--- config.mk ---
export PLATFORM = sky130hd
export DESIGN_NAME = utf16_to_utf8_transcoder
export DESIGN_NICKNAME = d
export VERILOG_FILES = /design/src/hdl/u16u8_pkg.sv /design/src/hdl/u16u8_front.sv /design/src/hdl/u16u8_queue.sv /design/src/hdl/u16u8_back.sv /design/src/hdl/utf16_to_utf8_transcoder.sv
export SDC_FILE = /design/constraint.sdc
export NUM_CORES = 1
export LEC_CHECK = 0
export BUFFER_PORTS_ARGS = -buffer_cell sky130_fd_sc_hd__buf_2
export CELL_PAD_IN_SITES_DETAIL_PLACEMENT = 1
export CELL_PAD_IN_SITES_GLOBAL_PLACEMENT = 2
export CORE_MARGIN = 2
export CORE_UTILIZATION = 42
export DETAILED_ROUTE_END_ITERATION = 8
export GPL_TIMING_DRIVEN = 0
export PLACE_DENSITY = 0.76
export SLEW_MARGIN = 20
export SYNTH_ARGS = -nofsm -noshare
export SYNTH_HDL_FRONTEND = slang
export SYNTH_SLANG_ARGS = --single-unit
--- constraint.sdc ---
create_clock -name clk_i -period 3.85 [get_ports clk_i]
set_input_delay 1.155 -clock clk_i [delete_from_list [all_inputs] [get_ports clk_i]]
set_output_delay 1.155 -clock clk_i [all_outputs]
set_load 0.01 [all_outputs]
--- src/hdl/u16u8_pkg.sv ---
// Shared types, constants and byte-forming functions for the UTF-16 to UTF-8 transcoder.
// No dependencies.
package u16u8_pkg;

  localparam int unsigned CpW = 21;
  localparam int unsigned QueueDepth = 2;

  localparam logic [15:0] UnitBom = 16'hFEFF;
  localparam logic [20:0] CpReplace = 21'h00FFFD;
  localparam logic [5:0]  HighTag = 6'b110110;  // 0xD800 .. 0xDBFF
  localparam logic [5:0]  LowTag  = 6'b110111;  // 0xDC00 .. 0xDFFF
  localparam logic [10:0] PlaneOffset = 11'd64; // 0x10000 >> 10

  localparam logic [7:0] LeadTwo   = 8'hC0;
  localparam logic [7:0] LeadThree = 8'hE0;
  localparam logic [7:0] LeadFour  = 8'hF0;
  localparam logic [7:0] ContMark  = 8'h80;

  // sequence length minus one
  typedef enum logic [1:0] {
    LEN_ONE   = 2'd0,
    LEN_TWO   = 2'd1,
    LEN_THREE = 2'd2,
    LEN_FOUR  = 2'd3
  } u16u8_len_e;

  // work handed from the front to the back
  typedef struct packed {
    logic            pre_fffd;
    logic            has_main;
    u16u8_len_e      main_len;
    logic [CpW-1:0]  main_cp;
  } u16u8_job_t;

  function automatic u16u8_len_e u16u8_cp_len(input logic [CpW-1:0] cp);
    u16u8_len_e len;
    if (cp <= 21'h00007F) begin
      len = LEN_ONE;
    end else if (cp <= 21'h0007FF) begin
      len = LEN_TWO;
    end else if (cp <= 21'h00FFFF) begin
      len = LEN_THREE;
    end else begin
      len = LEN_FOUR;
    end
    return len;
  endfunction

  // byte number idx of the UTF-8 sequence for cp
  function automatic logic [7:0] u16u8_byte(input logic [CpW-1:0] cp,
                                            input u16u8_len_e len,
                                            input logic [1:0] idx);
    logic [7:0] b;
    logic [1:0] rest;
    rest = 2'(len) - idx;
    if (idx == 2'd0) begin
      case (len)
        LEN_ONE:   b = {1'b0, cp[6:0]};
        LEN_TWO:   b = LeadTwo | {3'b000, cp[10:6]};
        LEN_THREE: b = LeadThree | {4'b0000, cp[15:12]};
        LEN_FOUR:  b = LeadFour | {5'b00000, cp[20:18]};
        default:   b = 8'h00;
      endcase
    end else begin
      case (rest)
        2'd0:    b = ContMark | {2'b00, cp[5:0]};
        2'd1:    b = ContMark | {2'b00, cp[11:6]};
        2'd2:    b = ContMark | {2'b00, cp[17:12]};
        default: b = ContMark;
      endcase
    end
    return b;
  endfunction

endpackage

--- src/hdl/u16u8_front.sv ---
// Front end: takes code units, tracks surrogate and stream-start state, builds jobs.
// Depends on u16u8_pkg.
module u16u8_front (
  input  logic                 clk_i,
  input  logic                 rst_ni,
  input  logic                 cfg_we_i,
  input  logic                 cfg_wdata_i,
  input  logic                 in_valid_i,
  output logic                 in_ready_o,
  input  logic [7:0]           first_byte_i,
  input  logic [7:0]           second_byte_i,
  input  logic                 final_unit_i,
  input  logic                 q_full_i,
  output logic                 push_o,
  output u16u8_pkg::u16u8_job_t job_o
);
  import u16u8_pkg::*;

  logic       little_endian_q;
  logic       held_valid_q, held_valid_d;
  logic [9:0] held_bits_q, held_bits_d;
  logic       stream_start_q, stream_start_d;
  logic [15:0] unit;
  logic        is_high, is_low, accept;
  u16u8_job_t  job;

  // byte order register
  always_ff @(posedge clk_i or negedge rst_ni) begin
    if (!rst_ni) begin
      little_endian_q <= 1'b1;
    end else if (cfg_we_i) begin
      little_endian_q <= cfg_wdata_i;
    end
  end

  assign in_ready_o = !q_full_i;
  assign accept     = in_valid_i && in_ready_o;

  // unit assembly and classification
  assign unit    = little_endian_q ? {second_byte_i, first_byte_i}
                                   : {first_byte_i, second_byte_i};
  assign is_high = (unit[15:10] == HighTag);
  assign is_low  = (unit[15:10] == LowTag);

  // job building and next state
  always_comb begin
    job            = '0;
    job.main_len   = LEN_ONE;
    held_valid_d   = held_valid_q;
    held_bits_d    = held_bits_q;
    stream_start_d = stream_start_q;
    if (accept) begin
      stream_start_d = 1'b0;
      if (stream_start_q && (unit == UnitBom)) begin
        // byte order mark dropped
      end else if (held_valid_q && is_low) begin
        held_valid_d = 1'b0;
        job.has_main = 1'b1;
        job.main_cp  = {({1'b0, held_bits_q} + PlaneOffset), unit[9:0]};
        job.main_len = LEN_FOUR;
      end else begin
        job.pre_fffd = held_valid_q;
        held_valid_d = 1'b0;
        if (is_high) begin
          if (final_unit_i) begin
            job.has_main = 1'b1;
            job.main_cp  = CpReplace;
            job.main_len = LEN_THREE;
          end else begin
            held_valid_d = 1'b1;
            held_bits_d  = unit[9:0];
          end
        end else if (is_low) begin
          job.has_main = 1'b1;
          job.main_cp  = CpReplace;
          job.main_len = LEN_THREE;
        end else begin
          job.has_main = 1'b1;
          job.main_cp  = {5'b00000, unit};
          job.main_len = u16u8_cp_len({5'b00000, unit});
        end
      end
      if (final_unit_i) begin
        held_valid_d   = 1'b0;
        stream_start_d = 1'b1;
      end
    end
  end

  assign job_o  = job;
  assign push_o = accept && (job.pre_fffd || job.has_main);

  // state registers
  always_ff @(posedge clk_i or negedge rst_ni) begin
    if (!rst_ni) begin
      held_valid_q   <= 1'b0;
      stream_start_q <= 1'b1;
    end else begin
      held_valid_q   <= held_valid_d;
      stream_start_q <= stream_start_d;
    end
  end

  always_ff @(posedge clk_i) begin
    held_bits_q <= held_bits_d;
  end

endmodule

--- src/hdl/u16u8_queue.sv ---
// Two-entry job queue between the front and the back.
// Depends on u16u8_pkg.
module u16u8_queue (
  input  logic                  clk_i,
  input  logic                  rst_ni,
  input  logic                  push_i,
  input  u16u8_pkg::u16u8_job_t push_job_i,
  output logic                  full_o,
  input  logic                  pop_i,
  output logic                  not_empty_o,
  output u16u8_pkg::u16u8_job_t head_o
);
  import u16u8_pkg::*;

  localparam int unsigned PtrW = $clog2(QueueDepth);

  u16u8_job_t          slot_q [QueueDepth];
  logic [PtrW-1:0]     wr_ptr_q, rd_ptr_q;
  logic [PtrW:0]       count_q, count_d;

  assign full_o      = (count_q == (PtrW+1)'(QueueDepth));
  assign not_empty_o = (count_q != '0);
  assign head_o      = slot_q[rd_ptr_q];

  // occupancy
  always_comb begin
    count_d = count_q;
    if (push_i && !pop_i) begin
      count_d = count_q + 1'b1;
    end else if (pop_i && !push_i) begin
      count_d = count_q - 1'b1;
    end
  end

  // pointers
  always_ff @(posedge clk_i or negedge rst_ni) begin
    if (!rst_ni) begin
      wr_ptr_q <= '0;
      rd_ptr_q <= '0;
      count_q  <= '0;
    end else begin
      count_q <= count_d;
      if (push_i) begin
        wr_ptr_q <= wr_ptr_q + 1'b1;
      end
      if (pop_i) begin
        rd_ptr_q <= rd_ptr_q + 1'b1;
      end
    end
  end

  // storage
  always_ff @(posedge clk_i) begin
    if (push_i) begin
      slot_q[wr_ptr_q] <= push_job_i;
    end
  end

endmodule

--- src/hdl/u16u8_back.sv ---
// Back end: walks each job byte by byte into the output register.
// Depends on u16u8_pkg.
module u16u8_back (
  input  logic                  clk_i,
  input  logic                  rst_ni,
  input  logic                  q_not_empty_i,
  input  u16u8_pkg::u16u8_job_t q_head_i,
  output logic                  pop_o,
  output logic                  out_valid_o,
  input  logic                  out_ready_i,
  output logic [7:0]            out_byte_o,
  output logic                  run_end_o
);
  import u16u8_pkg::*;

  logic                active_q, active_d;
  logic [CpW-1:0]      cur_cp_q, cur_cp_d;
  u16u8_len_e          cur_len_q, cur_len_d;
  logic [1:0]          idx_q, idx_d;
  logic                pend_q, pend_d;
  logic [CpW-1:0]      pend_cp_q, pend_cp_d;
  u16u8_len_e          pend_len_q, pend_len_d;
  logic                out_valid_q, out_valid_d;
  logic [7:0]          out_byte_q, out_byte_d;
  logic                run_end_q, run_end_d;
  logic                slot_free, advance, last_byte, want_job;

  assign slot_free = !out_valid_q || out_ready_i;
  assign advance   = active_q && slot_free;
  assign last_byte = (idx_q == 2'(cur_len_q));
  assign want_job  = !active_q || (advance && last_byte && !pend_q);
  assign pop_o     = want_job && q_not_empty_i;

  // sequencing through the current job
  always_comb begin
    active_d    = active_q;
    cur_cp_d    = cur_cp_q;
    cur_len_d   = cur_len_q;
    idx_d       = idx_q;
    pend_d      = pend_q;
    pend_cp_d   = pend_cp_q;
    pend_len_d  = pend_len_q;
    out_valid_d = out_valid_q && !out_ready_i;
    out_byte_d  = out_byte_q;
    run_end_d   = run_end_q;
    if (advance) begin
      out_valid_d = 1'b1;
      out_byte_d  = u16u8_byte(cur_cp_q, cur_len_q, idx_q);
      run_end_d   = last_byte && !pend_q;
      idx_d       = idx_q + 2'd1;
      if (last_byte) begin
        if (pend_q) begin
          cur_cp_d  = pend_cp_q;
          cur_len_d = pend_len_q;
          idx_d     = 2'd0;
          pend_d    = 1'b0;
        end else begin
          active_d = 1'b0;
        end
      end
    end
    if (pop_o) begin
      active_d = 1'b1;
      idx_d    = 2'd0;
      if (q_head_i.pre_fffd) begin
        cur_cp_d   = CpReplace;
        cur_len_d  = LEN_THREE;
        pend_d     = q_head_i.has_main;
        pend_cp_d  = q_head_i.main_cp;
        pend_len_d = q_head_i.main_len;
      end else begin
        cur_cp_d  = q_head_i.main_cp;
        cur_len_d = q_head_i.main_len;
        pend_d    = 1'b0;
      end
    end
  end

  // control registers
  always_ff @(posedge clk_i or negedge rst_ni) begin
    if (!rst_ni) begin
      active_q    <= 1'b0;
      pend_q      <= 1'b0;
      out_valid_q <= 1'b0;
    end else begin
      active_q    <= active_d;
      pend_q      <= pend_d;
      out_valid_q <= out_valid_d;
    end
  end

  // payload registers
  always_ff @(posedge clk_i) begin
    cur_cp_q   <= cur_cp_d;
    cur_len_q  <= cur_len_d;
    idx_q      <= idx_d;
    pend_cp_q  <= pend_cp_d;
    pend_len_q <= pend_len_d;
    out_byte_q <= out_byte_d;
    run_end_q  <= run_end_d;
  end

  assign out_valid_o = out_valid_q;
  assign out_byte_o  = out_byte_q;
  assign run_end_o   = run_end_q;

endmodule

--- src/hdl/utf16_to_utf8_transcoder.sv ---
// Path: a unit's job is written into the job queue, popped into the back end's job registers,
// then walked byte by byte into the output register. Throughput: one output byte per cycle
// from the back end's byte sequencer while the output is not stalled; a unit that makes bytes
// yields 1 to 6. The front takes one unit per cycle while the two-entry job queue has room.
// Reset: asynchronous active low; clears queue, held surrogate, sets stream start and
// little-endian byte order. Top level ties front, queue and back together.
module utf16_to_utf8_transcoder (
  input  logic       clk_i,
  input  logic       rst_ni,
  input  logic       cfg_we_i,
  input  logic       cfg_wdata_i,
  input  logic       in_valid_i,
  output logic       in_ready_o,
  input  logic [7:0] first_byte_i,
  input  logic [7:0] second_byte_i,
  input  logic       final_unit_i,
  output logic       out_valid_o,
  input  logic       out_ready_i,
  output logic [7:0] out_byte_o,
  output logic       run_end_o
);
  import u16u8_pkg::*;

  logic       q_full, q_push, q_pop, q_not_empty;
  u16u8_job_t push_job, head_job;

  // unit intake and classification
  u16u8_front u_front (
    .clk_i         (clk_i),
    .rst_ni        (rst_ni),
    .cfg_we_i      (cfg_we_i),
    .cfg_wdata_i   (cfg_wdata_i),
    .in_valid_i    (in_valid_i),
    .in_ready_o    (in_ready_o),
    .first_byte_i  (first_byte_i),
    .second_byte_i (second_byte_i),
    .final_unit_i  (final_unit_i),
    .q_full_i      (q_full),
    .push_o        (q_push),
    .job_o         (push_job)
  );

  // job queue
  u16u8_queue u_queue (
    .clk_i       (clk_i),
    .rst_ni      (rst_ni),
    .push_i      (q_push),
    .push_job_i  (push_job),
    .full_o      (q_full),
    .pop_i       (q_pop),
    .not_empty_o (q_not_empty),
    .head_o      (head_job)
  );

  // byte emission
  u16u8_back u_back (
    .clk_i         (clk_i),
    .rst_ni        (rst_ni),
    .q_not_empty_i (q_not_empty),
    .q_head_i      (head_job),
    .pop_o         (q_pop),
    .out_valid_o   (out_valid_o),
    .out_ready_i   (out_ready_i),
    .out_byte_o    (out_byte_o),
    .run_end_o     (run_end_o)
  );

endmodule

# After elaboration in Yosys (flattened, before gate mapping)
# Memories as Yosys holds them, arrays and structs flattened.
# Cells that the tools add are included.
# word_totals
ff_bits	77
mem_bits_rw	50
input_bits	23
out_inout_bits	11
wordCells	121
mem_count	1
# mem_list
name	words	width	rd	rd_ports_with_merged_regs	write_ports	line_no	rtl
u_queue.slot_q	2	25	1	0	1	u16u8_queue.sv:17	u16u8_job_t slot_q [QueueDepth];
# op_classes
add_sub_neg	7
n_lt_le_gt_ge	2
n_eq_ne	12
n_mux	43
bitwise	3
reduce_logical	36
# op_table
cell	n
21-bit 2-to-1 mux	5
24-bit 2-to-1 mux	3
25-bit 2-to-1 mux	2
8-bit one-hot mux with 4 select lines	1
23-bit 2-to-1 mux	1
2-bit 2-to-1 mux	11
6-bit one-hot mux with 3 select lines	1
1-bit 2-to-1 mux	17
16-bit equality test, second input constant	1
16-bit by 11-bit less-or-equal comparator with 1-bit output, second input constant	1
16-bit by 7-bit less-or-equal comparator with 1-bit output, second input constant	1
16-bit 2-to-1 mux	1
6-bit equality test, second input constant	2
1-bit logical AND	12
10-bit by 7-bit adder with 11-bit output, second input constant	1
2-bit nonzero test	5
2-bit equality test, second input constant	4
8-bit 2-to-1 mux	1
1-bit zero test	7
2-bit zero test	3
2-bit AND reduction	3
3-bit AND reduction	2
5-bit AND reduction	1
2-bit by 1-bit adder with 2-bit output, second input constant	2
other kinds (8)	15

# Depth between registers and ports, before layout
# logic_depth
depth_word	15
mapped_depth	12
ltp_nobuf	10

# By module
# Synthesis repeated with hierarchy kept, for this count alone.
# unflattened
hier_cells	426
hier_area_um2	6053.3
# modules_own_cells
module	n_inst	cells_per_inst	area_each_um2	seq_area_each_um2
u16u8_back	1	200	2746.4	1766.7
u16u8_queue	1	94	2094.5	1601.5
u16u8_front	1	132	1212.4	377.9

# Worst setup path before layout
# Ideal clock, no wire load.
# synth_timing
path_kind	input to register
startpoint	input port out_ready_i
endpoint	register u_back.cur_cp_q[0], enable pin
setup_ns	0.435
t_arrival_ns	3.090
required_ns	3.415
path_slack_ns	0.325
stages	3
n_path_buf	0
path_cell_list	nand2b_1 -> nand4_1 -> o21ai_0
# synth_between
elab_chain_len	8
word_cells_on_any_way	10
cone_classes	10 x reduce/logical
# synth_rtl
item	line_no	rtl
start: declaration	utf16_to_utf8_transcoder.sv:18	input logic out_ready_i,
1-bit logical OR (*)	u16u8_back.sv:28	assign slot_free = !out_valid_q || out_ready_i;
1-bit logical AND (*)	u16u8_back.sv:29	assign advance = active_q && slot_free;
1-bit logical AND (2 in a row)	u16u8_back.sv:31	assign want_job = !active_q || (advance && last_byte && !pend_q);
1-bit logical OR	u16u8_back.sv:31	
1-bit logical AND	u16u8_back.sv:32	assign pop_o = want_job && q_not_empty_i;
2-bit nonzero test (no line)	--	
3-bit AND reduction (no line) (*)	--	
end signal: assignment	u16u8_back.sv:94	cur_cp_q <= cur_cp_d;
end: declaration	u16u8_back.sv:17	logic [CpW-1:0] cur_cp_q, cur_cp_d;
# Every way passes the cells marked *; elsewhere a longest branch is shown, timed or not.
# A chain may end at the register's enable or synchronous reset.

# Final worst setup path
# layout_timing
startpoint	register u_back.cur_len_q[0]
endpoint	register u_back.cur_cp_q[10], enable pin
# layout_between
elab_chain_len	7
word_cells_on_any_way	9
cone_classes	1 x eq/ne; 8 x reduce/logical
# layout_rtl
item	line_no	rtl
start: declaration	u16u8_back.sv:18	u16u8_len_e cur_len_q, cur_len_d;
start signal: assignment	u16u8_back.sv:95	cur_len_q <= cur_len_d;
2-bit equality test (*)	u16u8_back.sv:30	assign last_byte = (idx_q == 2'(cur_len_q));
1-bit logical AND (2 in a row)	u16u8_back.sv:31	
1-bit logical OR	u16u8_back.sv:31	
1-bit logical AND	u16u8_back.sv:32	
2-bit nonzero test (no line)	--	
3-bit AND reduction (no line) (*)	--	
# Marks and branches as above.

==> results by group <==
Clock network
  • Post-CTS Resized: 0
  • CTS Sinks: approximately 130
  • Hold_buf cts: 0
  • Post-CTS setup repair buffer count: 0
  • Reg clk slew, reported paths: 50 ps
  • Clock buffer depth: 2
  • CTS tree: built
  • Clock network latency to the later pin of the worst-skew pair: approximately 410 ps
  • CTS Buf Count: 17
  • H-tree levels: 4
  • Root buf cell: clkbuf_16

Final layout
  • Final instance area: 0.00667 mm²
  • Layout area overhead: 16.3%
  • Final net count: ~530
  • Most frequent cells in the layout: 115 x edfxtp_1, 50 x nand2_1, 40 x nor2_1, 37 x buf_2, 31 x mux2_2
  • Most common library cell in the layout ignoring fill and taps: edfxtp_1
  • Final core occ: roughly 50%
  • N_diodes: 0
  • Fillers: 1392
  • Final non-filler cell total: 689
  • Layout cells sized above 1: 22.2%

Logic synthesis
  • XOR/XNOR share of the synthesized area: under 10%
  • Yosys cell types: slightly below 50
  • Mean Syn Cell Area: 12.8 µm²
  • EDFF count, synth: between 100 and 150
  • YS warnings: 0
  • Area share of the largest cell type after synthesis: 60.2%
  • Synth area leaders: edfxtp_1 60%, mux2_2 6.1%, dfrtp_1 3.5%, nand2_1 3.3%, nor2_1 2.7%
  • Post-synthesis sequential area ratio: 65.3%
  • Register bit total from synthesis: roughly 130
  • Post-synthesis adder-cell area fraction: 0.873%
  • Most area-hungry cell type in the Yosys netlist: edfxtp_1
  • Post-Synthesis Cells: around 450
  • Top_reg_cell synth: edfxtp_1
  • Simple-Gate Fraction of Synth Area: between 10% and 20%
  • Mux share of post-synthesis cell area: around a tenth
  • Synth Area in Compound Gates: 8.32%
  • Main combinational cell family by area after synthesis: simple AND/OR/NAND/NOR gates
  • Asr flop ratio synth: 7.87%
  • Net Count, Synth: roughly 480
  • Cell area after synthesis: 0.00573 mm²

Job
  • Max cap viols: 0

Power and ir drop
  • Lkg Pwr: 2.49 nW
  • Power density cells: 809 mW/mm²
  • Peak VDD IR: between 300 and 400 µV

GRT
  • First-pass GRT wire length: 21100 µm
  • Vias in the first global route: 4001
  • Largest net degree at the start of global routing: 26
  • Grt total ovfl: 0
  • Initial antenna violation count: 0
  • GRT Total Usage: between 10% and 20%

Floorplan
  • Ports: 34
  • Die footprint: 0.0146 mm²
  • Initial core utilization: 43.1%
  • Total core area: 0.0133 mm²
  • Die Y-Extent: 121 µm
  • Chip Width: between 100 and 150 µm
  • Row cnt: 42

Route
  • DRC Markers: 0
  • Drt total wl: 12800 µm
  • ANT nets after route: 0
  • Vias per inst: 5.20
  • Wire length per cell: 18.5 µm
  • Vias: 3586
  • Initial DRC Count: 197
  • First-pass DRT Iterations: 4

STA
  • PnR worst setup slack: 529 ps
  • Least-Margin Pin Slew: 726 ps
  • Final min period: 3320 ps
  • Slew Limit Fails: 0
  • Final Skew: between 5 and 6 ps
  • Hold_ws: about 460 ps
  • Final cycle utilization of the critical path: 86.3%
  • Max frequency: 0.301 GHz
  • Headroom to the max-slew limit: 51.5%
  • Final Setup Violations: 0
  • Final hold vios: 0
  • RSZ-0062 raised after global routing: no

Placement
  • Final HPWL DP: around 9600 µm
  • Place WS: approximately 410 ps
  • Placed cell count: 659
  • Placed Area: 0.00616 mm²
  • I/O Buffers: 33
  • Placer Congestion: between 0.8 and 0.9

Outcome
  • Status: complete, no violations

Setup path
  • Critical Path RT: slightly below 4000 ps
  • CP Launch Type: flip-flop
  • Kind of critical path: reg -> reg
  • CP Max Fanout: 16
  • Critical path arrival: ~3400 ps
  • Setup crit end kind: flip-flop

Worst hold path
  • Worst min path class: reg -> reg
[critical path, stage by stage (launching register included)]
cell and delay, ps:
edfxtp_1 310, clkbuf_1 360, inv_1 170, ha_1 310, clkbuf_1 260, nand4_1 220
o21ai_0 260, o21ai_1 280, clkbuf_1 320, o21ai_2 270, buf_6 260
[routing by layer]
metal  wire length (µm)  part of all wire [%]  global-route usage [%]
met4                353                   2.8                    8.58
met2               6670                    52                    34.2
met1               5360                    42                    22.2
met5                  0                     0                       0
met3                376                   2.9                    4.48
[flip-flops by register name, summed over array words and instances, names as in the netlist]
register	flops
u_back.active_q	1
u_back.cur_cp_q	21
u_back.cur_len_q	2
u_back.idx_q	2
u_back.out_byte_o	8
u_back.out_valid_o	1
u_back.pend_cp_q	21
u_back.pend_len_q	2
u_back.pend_q	1
u_back.run_end_o	1
u_front.held_bits_q	10
u_front.held_valid_q	1
u_front.little_endian_q	1
u_front.stream_start_q	1
u_queue.count_q	2
u_queue.rd_ptr_q	1
u_queue.slot_q	50
u_queue.wr_ptr_q	1
[per-stage QoR]
stage / power [W] / TNS [ps]
floorplan: 0.00349 / 0
global placement: 0.00396 / -46840
detailed placement: 0.00408 / 0
CTS: 0.00547 / 0
global route: 0.00574 / 0
finish: 0.00540 / 0
[report_power, final]
| part | total, W | leakage [nW] | switching, W | internal, W |
|---|---|---|---|---|
| registers | 0.00226 | 1.20 | 0.000154 | 0.00210 |
| clock network | 0.00138 | 0.246 | 0.000523 | 0.000853 |
| logic | 0.00176 | 1.05 | 0.00111 | 0.000659 |
| total | 0.00540 | 2.49 | 0.00178 | 0.00361 |
[area by class of cell]
class	count	area [µm²]	area share, %
Buffer	23	110	1.65
Clock buffer	17	425	6.38
Clock inverter	13	81.3	1.22
Inverter	19	71.3	1.07
Multi-Input combinational cell	279	1830	27.4
Sequential cell	127	3750	56.2
Tap cell	176	220	3.30
Timing Repair Buffer	35	188	2.81
[Yosys cell counts, types with 3 or more instances]
cell / count
buf_2: 4
o31ai_1: 7
mux4_2: 3
nand2b_1: 3
xor2_1: 4
a21o_1: 4
nor3_1: 7
a21oi_1: 24
inv_1: 18
ha_1: 4
edfxtp_1: 115
and3_1: 7
dfrtp_1: 8
nand3_1: 10
nand4_1: 4
mux2i_1: 14
mux2_2: 31
nand2_1: 50
o21ai_0: 28
nor2_1: 42
nor2b_1: 3
xnor2_1: 5
o221a_2: 4
clkbuf_1: 15
[worst paths after layout]
kind | start | to | slack, ps | depth (start not counted)
setup / recovery | u_back.cur_len_q[0] | u_back.cur_cp_q[10] | 530 | 10
hold / removal | u_front.stream_start_q | u_front.stream_start_q | 460 | 2
setup reg to reg | u_back.cur_len_q[0] | u_back.cur_cp_q[10] | 530 | 10
hold reg to reg | u_front.stream_start_q | u_front.stream_start_q | 460 | 2
max in group asynchronous | rst_ni | u_front.little_endian_q | 2940 | 1
min in group asynchronous | rst_ni | u_queue.wr_ptr_q | 630 | 1
[logic make-up (layout without fill, tap and decap cells)]
logic type,count (synthesis),after routing
AOI/OAI and AO/OA,79,79
DFF,127,127
and+or+nand+nor,138,138
buffers and inverters,42,107
xor gates and xnor gates,9,9
muxes,49,49
adders and majority gates,4,4
Note: power is estimated with default switching activity, not from simulation.
